<file path="config.mk">
export PLATFORM = sky130hd
export DESIGN_NAME = laser_scan_gap_selector_core
export DESIGN_NICKNAME = d
export VERILOG_FILES = /design/src/rtl/lsgs_pkg.sv /design/src/rtl/lsgs_cfg.sv /design/src/rtl/lsgs_step.sv /design/src/rtl/laser_scan_gap_selector_core.sv
export SDC_FILE = /design/constraint.sdc
export NUM_CORES = 1
export LEC_CHECK = 0
export BUFFER_PORTS_ARGS = -buffer_cell sky130_fd_sc_hd__buf_2
export CORE_UTILIZATION = 53
export DETAILED_ROUTE_END_ITERATION = 10
export PLACE_DENSITY_LB_ADDON = 0.12
export SYNTH_ARGS = -nofsm -noshare
export SYNTH_HDL_FRONTEND = slang
export SYNTH_SLANG_ARGS = --single-unit
</file>
<file path="constraint.sdc">
create_clock -name clk -period 8.01 [get_ports clk]
set_clock_uncertainty 0.05 [all_clocks]
set_input_delay 0.801 -clock clk [delete_from_list [all_inputs] [get_ports clk]]
set_output_delay 0.801 -clock clk [all_outputs]
set_load 0.02 [all_outputs]
</file>
<file path="src/rtl/lsgs_pkg.sv">
// lsgs_pkg: shared types, constants and helpers for the laser scan gap selector
// no dependencies; imported by every module of the block
package lsgs_pkg;

    localparam int unsigned MAX_BEAMS = 181;

    localparam logic [15:0] DIST_THR_RESET = 16'd1000;
    localparam logic [7:0]  MIN_RUN_RESET  = 8'd20;
    localparam logic [7:0]  TARGET_RESET   = 8'd90;

    // configuration register indexes
    localparam logic [1:0] CFG_DIST_THR = 2'd0;
    localparam logic [1:0] CFG_MIN_RUN  = 2'd1;
    localparam logic [1:0] CFG_TARGET   = 2'd2;

    typedef struct packed {
        logic [15:0] range_mm;
        logic        last_sample;
    } lsgs_in_t;

    typedef struct packed {
        logic       gap_found;
        logic [7:0] gap_index;
    } lsgs_out_t;

    typedef struct packed {
        logic [15:0] distance_threshold;
        logic [7:0]  min_run_length;
        logic [7:0]  target_index;
    } lsgs_cfg_t;

    typedef struct packed {
        logic [7:0] beam_counter;
        logic [7:0] open_run_length;
        logic [7:0] best_midpoint;
        logic       best_valid;
    } lsgs_state_t;

    function automatic logic [7:0] abs_diff(input logic [7:0] a, input logic [7:0] b);
        abs_diff = (a >= b) ? (a - b) : (b - a);
    endfunction

endpackage

</file>
<file path="src/rtl/lsgs_cfg.sv">
// lsgs_cfg: configuration register file of the gap selector
// depends on lsgs_pkg
module lsgs_cfg (
    input  logic              clk,
    input  logic              rst_n,
    input  logic              cfg_valid,
    output logic              cfg_ready,
    input  logic [1:0]        cfg_index,
    input  logic [15:0]       cfg_data,
    output lsgs_pkg::lsgs_cfg_t cfg
);
    import lsgs_pkg::*;

    lsgs_cfg_t cfg_reg;
    lsgs_cfg_t cfg_next;

    assign cfg_ready = 1'b1;

    always_comb
    begin
        cfg_next = cfg_reg;
        if (cfg_valid && cfg_ready)
        begin
            unique case (cfg_index)
                CFG_DIST_THR: cfg_next.distance_threshold = cfg_data;
                CFG_MIN_RUN:  cfg_next.min_run_length     = cfg_data[7:0];
                CFG_TARGET:   cfg_next.target_index       = cfg_data[7:0];
                default:      cfg_next = cfg_reg;
            endcase
        end
    end

    always_ff @(posedge clk or negedge rst_n)
    begin
        if (!rst_n)
        begin
            cfg_reg.distance_threshold <= DIST_THR_RESET;
            cfg_reg.min_run_length     <= MIN_RUN_RESET;
            cfg_reg.target_index       <= TARGET_RESET;
        end
        else
        begin
            cfg_reg <= cfg_next;
        end
    end

    assign cfg = cfg_reg;

endmodule

</file>
<file path="src/rtl/lsgs_step.sv">
// lsgs_step: per-sample run tracking and best-midpoint update
// depends on lsgs_pkg; purely combinational, registered by the top level
module lsgs_step (
    input  lsgs_pkg::lsgs_in_t    item,
    input  lsgs_pkg::lsgs_cfg_t   cfg,
    input  lsgs_pkg::lsgs_state_t state,
    output lsgs_pkg::lsgs_state_t state_next,
    output logic                  scan_end,
    output lsgs_pkg::lsgs_out_t   result
);
    import lsgs_pkg::*;

    localparam logic [7:0] LAST_IDX = 8'(MAX_BEAMS - 1);

    logic       is_free;
    logic [7:0] run_inc;
    logic [7:0] run_upd;
    logic       close_offer;
    logic [7:0] close_mid;
    logic       close_better;
    logic       valid_upd;
    logic [7:0] mid_upd;
    logic       tail_take;
    logic [8:0] tail_n;
    logic [8:0] tail_half;
    logic [7:0] tail_mid;
    logic       found;
    logic [7:0] final_mid;

    always_comb
    begin
        is_free  = item.range_mm > cfg.distance_threshold;
        run_inc  = (state.open_run_length != 8'hFF) ? state.open_run_length + 8'd1
                                                     : state.open_run_length;
        run_upd  = is_free ? run_inc : 8'd0;

        // a run closed by a blocked beam offers its midpoint
        close_offer  = !is_free && (state.open_run_length > cfg.min_run_length);
        close_mid    = state.beam_counter - {1'b0, state.open_run_length[7:1]};
        close_better = !state.best_valid ||
                       (abs_diff(close_mid, cfg.target_index) <
                        abs_diff(state.best_midpoint, cfg.target_index));
        valid_upd    = state.best_valid || close_offer;
        mid_upd      = (close_offer && close_better) ? close_mid : state.best_midpoint;

        scan_end = item.last_sample || (state.beam_counter >= LAST_IDX);

        // open run at scan end counts only when nothing was kept
        tail_take = scan_end && (run_upd > cfg.min_run_length) && !valid_upd;
        tail_n    = {1'b0, state.beam_counter} + 9'd1;
        tail_half = {2'b00, run_upd[7:1]};
        tail_mid  = (tail_n >= tail_half) ? 8'(tail_n - tail_half) : 8'd0;

        found     = valid_upd || tail_take;
        final_mid = tail_take ? tail_mid : mid_upd;

        result.gap_found = found;
        result.gap_index = found ? final_mid : 8'd0;

        if (scan_end)
        begin
            state_next.beam_counter    = 8'd0;
            state_next.open_run_length = 8'd0;
            state_next.best_midpoint   = final_mid;
            state_next.best_valid      = 1'b0;
        end
        else
        begin
            state_next.beam_counter    = state.beam_counter + 8'd1;
            state_next.open_run_length = run_upd;
            state_next.best_midpoint   = mid_upd;
            state_next.best_valid      = valid_upd;
        end
    end

endmodule

</file>
<file path="src/rtl/laser_scan_gap_selector_core.sv">
// laser_scan_gap_selector_core: top level of the free-space gap search
// samples are held in s1_item_reg; a scan's result is registered in out_data_reg
// throughput: one sample per cycle; the input stalls only when a scan-end sample
//   meets a result still held by a stalled output register
// reset: asynchronous active low; clears handshake, scan state and config to defaults
// depends on lsgs_pkg, lsgs_cfg, lsgs_step
module laser_scan_gap_selector_core (
    input  logic               clk,
    input  logic               rst_n,
    input  logic               in_valid,
    output logic               in_stall,
    input  lsgs_pkg::lsgs_in_t  in_data,
    output logic               out_valid,
    input  logic               out_stall,
    output lsgs_pkg::lsgs_out_t out_data,
    input  logic               cfg_valid,
    output logic               cfg_ready,
    input  logic [1:0]         cfg_index,
    input  logic [15:0]        cfg_data
);
    import lsgs_pkg::*;

    lsgs_cfg_t   cfg;
    logic        s1_valid_reg;
    logic        s1_valid_next;
    lsgs_in_t    s1_item_reg;
    lsgs_state_t state_reg;
    lsgs_state_t step_state;
    logic        step_end;
    lsgs_out_t   step_result;
    logic        out_valid_reg;
    logic        out_valid_next;
    lsgs_out_t   out_data_reg;
    logic        fire;
    logic        in_xfer;

    lsgs_cfg u_cfg (
        .clk       (clk),
        .rst_n     (rst_n),
        .cfg_valid (cfg_valid),
        .cfg_ready (cfg_ready),
        .cfg_index (cfg_index),
        .cfg_data  (cfg_data),
        .cfg       (cfg)
    );

    lsgs_step u_step (
        .item       (s1_item_reg),
        .cfg        (cfg),
        .state      (state_reg),
        .state_next (step_state),
        .scan_end   (step_end),
        .result     (step_result)
    );

    // a sample moves on unless it ends a scan and the result slot is blocked
    assign fire     = s1_valid_reg && (!step_end || !out_valid_reg || !out_stall);
    assign in_stall = s1_valid_reg && !fire;
    assign in_xfer  = in_valid && !in_stall;

    always_comb
    begin
        s1_valid_next = s1_valid_reg;
        if (in_xfer)
            s1_valid_next = 1'b1;
        else if (fire)
            s1_valid_next = 1'b0;

        out_valid_next = out_valid_reg;
        if (fire && step_end)
            out_valid_next = 1'b1;
        else if (!out_stall)
            out_valid_next = 1'b0;
    end

    always_ff @(posedge clk or negedge rst_n)
    begin
        if (!rst_n)
        begin
            s1_valid_reg  <= 1'b0;
            out_valid_reg <= 1'b0;
            state_reg     <= '0;
        end
        else
        begin
            s1_valid_reg  <= s1_valid_next;
            out_valid_reg <= out_valid_next;
            if (fire)
                state_reg <= step_state;
        end
    end

    always_ff @(posedge clk)
    begin
        if (in_xfer)
            s1_item_reg <= in_data;
        if (fire && step_end)
            out_data_reg <= step_result;
    end

    assign out_valid = out_valid_reg;
    assign out_data  = out_data_reg;

endmodule

</file>
==> results.ini, run 1 <==
[routing]
wl_per_cell_um = 17.5
viasPerCell = 5.85
drc_errors = 0
num_vias = 5145
top_layer = met4
dr.pass1.iters = 5
drt_iter0_markers = 283
wl_um = 15400
wl_met1_um = 6550
wl_met2_um = 7400
drtAntennaViolNets = 0
wl_met3_um = 663

[worst_setup_path]
critPathCaptureType = flop
crit_fanout = 10
crit_path_frequent_cell = a21oi_1
cp.required_ns = 8.17
cp_slowest_cell = dfrtp_1
crit_chain = inv_1 -> ha_1 -> nor2b_1 -> o21ai_0 -> a21boi_0 -> o21ai_0 -> nor2b_1 -> xnor2_1 -> ha_1 -> a21oi_1 -> a311oi_1 -> a211o_1 -> mux2i_1 -> inv_1 -> a21oi_1 -> xnor2_1 -> ha_1 -> a21o_1 -> a21o_1 -> a221o_1 -> a21oi_1 -> a21oi_1 -> o21ai_0 -> o211ai_1
timing.critical_path.slowest_cell_delay_ns = 0.53
worstSetupPathType = reg2reg
arrival_ns = 6.25
startpoint_type = flop

[sta]
holdWs_ns = 0.458
tns_ns = 0
slew-limit-headroom_pct = 21.5
fin_crit_ns = 6.09
max_freq_mhz = 164
slew_viol_final = 0
grt_setup_unrepaired = no
finalHoldViolCount = 0
setup_viol = 0
min_period_over_period_pct = 76.1
tightest_slew_ns = 1.17

[cells_and_area]
fillers = 1002
multi_input_area_um2 = 3820
antenna_cells = 0
design_area_um2 = 7130
largest_register_ffs = 32
nNetsFinal = 863
syn_to_final_growth_pct = 10.4
final_layout_size_suffix_gt1_share_pct = 14.3
regArea_um2 = 2270

[yosys]
yosys-top-cells-area = dfrtp_1 (18%), ha_1 (17%), edfxtp_1 (12%), dfstp_2 (4.9%), inv_1 (4.5%)
ys.flop_type = dfrtp_1
ys_warn_count = 0
synth_top_area_share_pct = 18.2
synth.distinct_cells = 65
async_reset_ff_share_pct = 69.4
ys_ff_latch = 85
post_synth_fa_ha_maj_area_fraction_pct = 18.5
synth-xor-area-share_pct = 3.93
synth_top_area_cell = dfrtp_1
synth_area_um2 = 6450
netlist_instances = 685
synthMuxAreaShare_pct = 5.18
synth_compound_area_share_pct = 17.7
ys_seq_area_share_pct = 35.2
synth_top_family_by_area = adder cells
yosys.area_share.simple_pct = 13.6
synth-edff-count = 26
synth_common_cells = ha_1 (86), inv_1 (77), nand2_1 (60), o21ai_0 (56), dfrtp_1 (47)
syn-num-nets = 817
syn_area_per_cell_um2 = 9.42
yosys.cell_count.top_type = ha_1

[global_routing]
grt_pass1_vias = 5128
grt_max_degree = 60
grt_pass1_wl_um = 25500
grt_usage_pct = 26.0
antenna_found_initial = 0
grt_overflow = 0

[status]
status = completed

[floorplanning]
rows = 39
io_pins = 52
die_w_um = 112
die_y_um = 112
coreArea_um2 = 11700
die-area_um2 = 12600
initial_core_util_pct = 55.3

[pwr]
power_frac_clock_pct = 19.3
power_uw = 2180
p_switching_uw = 901
internal_power_uw = 1280
power_frac_seq_pct = 26.6
p_sw_share_pct = 41.4
p_per_area_nw_per_um2 = 305
p_leak_uw = 0.00324
combPwrFrac_pct = 54.1
ir_worst_vdd_uv = 172

[run]
drv_cap = 0

[placement]
post-dp-hpwl_um = 12200
io_buffers = 50
dpl_cell_area_um2 = 6830
gp_congestion = 0.905

[clock_network]
cts_tree = built
numClockSinks = 85
clock-root-buffer = clkbuf_16
cts_made_buffers = 9
worstSkewPairLatency_ns = 0.34
cts_hold_buf = 0
cts_setup_buffers = 0
cts.clk_slew.worst_paths_ns = 0.06
clockBufferDepth = 2
htreeDepth = 3
postCtsResizedCells = 0

[hold_path]
holdCritPathClass = reg2reg

## metal layers
metal / GRT usage [%] / up-vias
met1: 32.0 / 2425
met4: 13.5 / 0
met3: 3.67 / 44
met5: 0 / -
li1: - / 2528
met2: 44.5 / 148
## through the flow
| stage | setup WS [ns] | util [%] | std cells |
|---|---|---|---|
| floorplan | 2.72 | - | 685 |
| global placement | 2.18 | 58.6 | 863 |
| detailed placement | 1.97 | 58.6 | 863 |
| CTS | 1.94 | 61.1 | 879 |
| global route | 1.41 | 61.1 | 879 |
| finish | 1.92 | 61.1 | 879 |
## cells by family (layout without fill, tap and decap cells)
logic type      Yosys count  count (layout)
flops                    85              85
xor+xnor                 29              29
fa+ha+maj                92              92
buf+inv                  95             146
compound gates          175             175
other cells               1               1
mux                      31              31
simple gates            177             177
## final cells by class
cell class	count	share of cell area (%)
well taps	143	2.51
clock inverters	4	0.685
flip-flops and latches	85	31.9
repair buffers	53	3.83
multi-input cells	505	53.6
inverters	77	4.06
clock buffers	12	3.46
## worst max-delay path, delay by kind of cell (launching register included)
kind	cells	cell delay (ns)
buffers and inverters	2	0.15
adder cells (fa/ha/maj)	3	0.99
multiplexers	1	0.28
AND/OR/NAND/NOR	2	0.31
XOR/XNOR	2	0.30
AO/OA/AOI/OAI	14	3.34
flip-flops	1	0.53
## worst paths after layout
path                            depth (start not counted)            end           from  slack, ns
worst max-delay path                                   24   state_reg[6]  state_reg[11]       1.92
worst min-delay path                                    2  u_cfg.cfg[22]  u_cfg.cfg[22]       0.46
worst max register to register                         24   state_reg[6]  state_reg[11]       1.92
worst min register to register                          2  u_cfg.cfg[22]  u_cfg.cfg[22]       0.46
max in group asynchronous                               2   state_reg[7]          rst_n       6.82
min in group asynchronous                               2  u_cfg.cfg[27]          rst_n       0.57
## power by group through the flow
stage	clock network, µW	logic, µW	registers (µW)
floorplan	0	895	563
global placement	0	1140	587
detailed placement	0	1170	588
CTS	424	1180	580
global route	441	1320	588
finish	419	1180	580
## layout by cell type, fill, tap and decap left out, types with 9 or more instances in the layout
| cell type | count |
|---|---|
| ha_1 | 86 |
| inv_1 | 77 |
| nand2_1 | 60 |
| o21ai_0 | 55 |
| buf_2 | 50 |
| dfrtp_1 | 47 |
| a21oi_1 | 36 |
| nor2_1 | 26 |
| edfxtp_1 | 26 |
| xnor2_1 | 20 |
| nand3_1 | 19 |
| mux2_2 | 19 |
| a21o_1 | 15 |
| nand2b_1 | 14 |
| nor2b_1 | 14 |
| nor3_1 | 12 |
| mux2i_1 | 12 |
| dfstp_2 | 12 |
| a31oi_1 | 10 |
| nand4_1 | 9 |
| o211ai_1 | 9 |
| xor2_1 | 9 |
| clkbuf_16 | 9 |
Note: power is estimated with default switching activity, not from simulation.
==> run 2, diff against run 1 <==
==> constraint.sdc (replaced) <==
create_clock -name clk -period 5 [get_ports clk]
set_clock_uncertainty 0.05 [all_clocks]
set_input_delay 0.5 -clock clk [delete_from_list [all_inputs] [get_ports clk]]
set_output_delay 0.5 -clock clk [all_outputs]
set_load 0.02 [all_outputs]
==> run 2 against run 1 <==
Net effect:
- highest routed layer unchanged
- sequential power is 56% higher
- the run now ends with negative setup slack left
- combinational power up 89%
- sequential cell count unchanged
- critical endpoint is now out_data[3]
- wire length up 7.4%
- worst hold slack worse by 0.20 ns
- maximum frequency up 20%
- non-clock buffer count rose by 54
- sequential share of layout area down 2.2 points
- critical path depth is 2 lower
- global-route usage grew 2.5 points
- clock power is 45% higher
- register-to-register slack lost 2.0 ns
==> results.ini, run 2 (synthesis gave the netlist of run 1 again) <==
[cells_and_area]
most-common-layout-cells = ha_1 (83), inv_1 (76), nand2_1 (59)
final_layout_size_suffix_gt1_share_pct = 24.1
regArea_um2 = 2270
layout_commonest_cell = ha_1
fillers = 940
fin_cells = 933
syn_to_final_growth_pct = 18.6
design_area_um2 = 7660
final_util_pct = 65.7
largest_register_ffs = 32
nNetsFinal = 917
multi_input_area_um2 = 3980
antenna_cells = 0

[worst_setup_path]
startpoint_type = flop
worstSetupPathType = reg2reg
cp.required_ns = 5.05
crit_fanout = 8
arrival_ns = 5.12
critPathCaptureType = flop

[pwr]
ir_worst_vdd_uv = 305
combPwrFrac_pct = 59.5
internal_power_uw = 2180
p_per_area_nw_per_um2 = 488
power_frac_clock_pct = 16.2
p_sw_share_pct = 41.6
p_switching_uw = 1550
p_leak_uw = 0.00354
power_frac_seq_pct = 24.3

[routing]
wl_per_cell_um = 17.7
dr.pass1.iters = 5
num_vias = 5389
drt_iter0_markers = 360
wl_um = 16500
viasPerCell = 5.78
drtAntennaViolNets = 0
drc_errors = 0

[clock_network]
numClockSinks = 85
clock-root-buffer = clkbuf_16
htreeDepth = 3
worstSkewPairLatency_ns = 0.35
cts_made_buffers = 9
clockBufferDepth = 2
cts.clk_slew.worst_paths_ns = 0.06
cts_tree = built

[floorplanning]
rows = 39
initial_core_util_pct = 55.3
io_pins = 52
die-area_um2 = 12600
coreArea_um2 = 11700
die_w_um = 112
die_y_um = 112

[placement]
pre_cts_slack_ns = -0.180
placedCellCount = 905
io_buffers = 50
gp_congestion = 0.914
dpl_cell_area_um2 = 7190
post-dp-hpwl_um = 13200

[sta]
slew_viol_final = 0
min_period_over_period_pct = 101
setup_viol = 5
finalHoldViolCount = 0
max_freq_mhz = 197
slew-limit-headroom_pct = 17.8
fin_crit_ns = 5.07
grt_setup_unrepaired = yes
tightest_slew_ns = 1.23
setup_slack_ns = -0.0669

[global_routing]
grt_overflow = 0
grt_pass1_wl_um = 27300
grt_max_degree = 60
grt_usage_pct = 28.5
grt_pass1_vias = 5604
antenna_found_initial = 0

[hold_path]
holdCritPathClass = in2async

[status]
status = finished, violations left
violations = negative setup slack

[run]
drv_cap = 0

run 2: changes by cell type in the layout (fill, tap and decap cells not counted), sizes merged:
cell	before	now
buf	53	107
bufinv	1	0
clkinv	1	5
clkbuf	12	10
clkinvlp	2	1
run 2: through the flow:
step,TNS (ns),total power (µW),hold WS [ns]
after CTS,-0.00773,3650,0.257
after detailed placement,-1.93,2960,0.450
final,-0.214,3740,0.259
after floorplan,0,2370,0.154
after global placement,-0.141,2910,0.443
after global routing,-3.64,4050,0.257
run 2: power groups by stage:
stage / combinational, µW / sequential [µW] / clock, µW
after floorplan: 1470 / 901 / 0
after global placement: 2000 / 916 / 0
after detailed placement: 2040 / 919 / 0
after CTS: 2130 / 906 / 619
after global routing: 2490 / 918 / 643
final: 2230 / 907 / 606
run 2: worst paths after layout:
check                                  end     startpoint  cells after the start  slack, ns
max reg2reg                    out_data[3]  state_reg[10]                     22      -0.07
min reg2reg                  u_cfg.cfg[22]  u_cfg.cfg[22]                      2       0.46
max in group asynchronous    state_reg[19]          rst_n                      2       4.12
min in group clk           s1_item_reg[11]    in_data[11]                      1       0.27
min                          u_cfg.cfg[26]          rst_n                      2       0.26
max                            out_data[3]  state_reg[10]                     22      -0.07
run 2: cell type report:
class / instances / area share, %
inverter: 77 / 3.77
sequential: 85 / 29.7
tap: 143 / 2.34
clock buffer: 10 / 2.99
timing repair buffer: 107 / 8.90
multi-input combinational: 505 / 51.9
clock inverter: 6 / 0.408
run 2: critical path, stage by stage, from the launching register on:
cell	delay, ns
dfrtp_1	0.40
ha_4	0.17
fa_2	0.33
nor2b_1	0.12
o21ai_1	0.06
nand2b_1	0.13
xor2_2	0.23
ha_4	0.23
or2_0	0.23
a21oi_2	0.15
a311oi_2	0.07
a211o_1	0.38
mux2i_2	0.20
a31oi_1	0.19
o21ai_1	0.11
xor2_1	0.15
ha_1	0.32
and4_1	0.21
a221o_1	0.36
a21o_1	0.25
nor2_4	0.22
o31a_1	0.18
a21oi_1	0.07
run 2: metal layers:
layer | wire length, µm | up-vias | GRT usage, %
li1 | - | 2630 | -
met1 | 7310 | 2565 | 34.9
met2 | 7860 | 154 | 48.2
met3 | 699 | 40 | 5.13
met4 | 660 | 0 | 14.8
met5 | 0 | - | 0
run 2: repair_timing:
item                                    in CTS  in global routing
endpoints found under the hold margin        0                  0
pin swaps                                    9                 22
hold buffers                                 0                  0
gates resized for setup                     14                 24
cloned                                       0                  0
setup buffers                                6                  6
endpoints found under the setup margin      16                 16
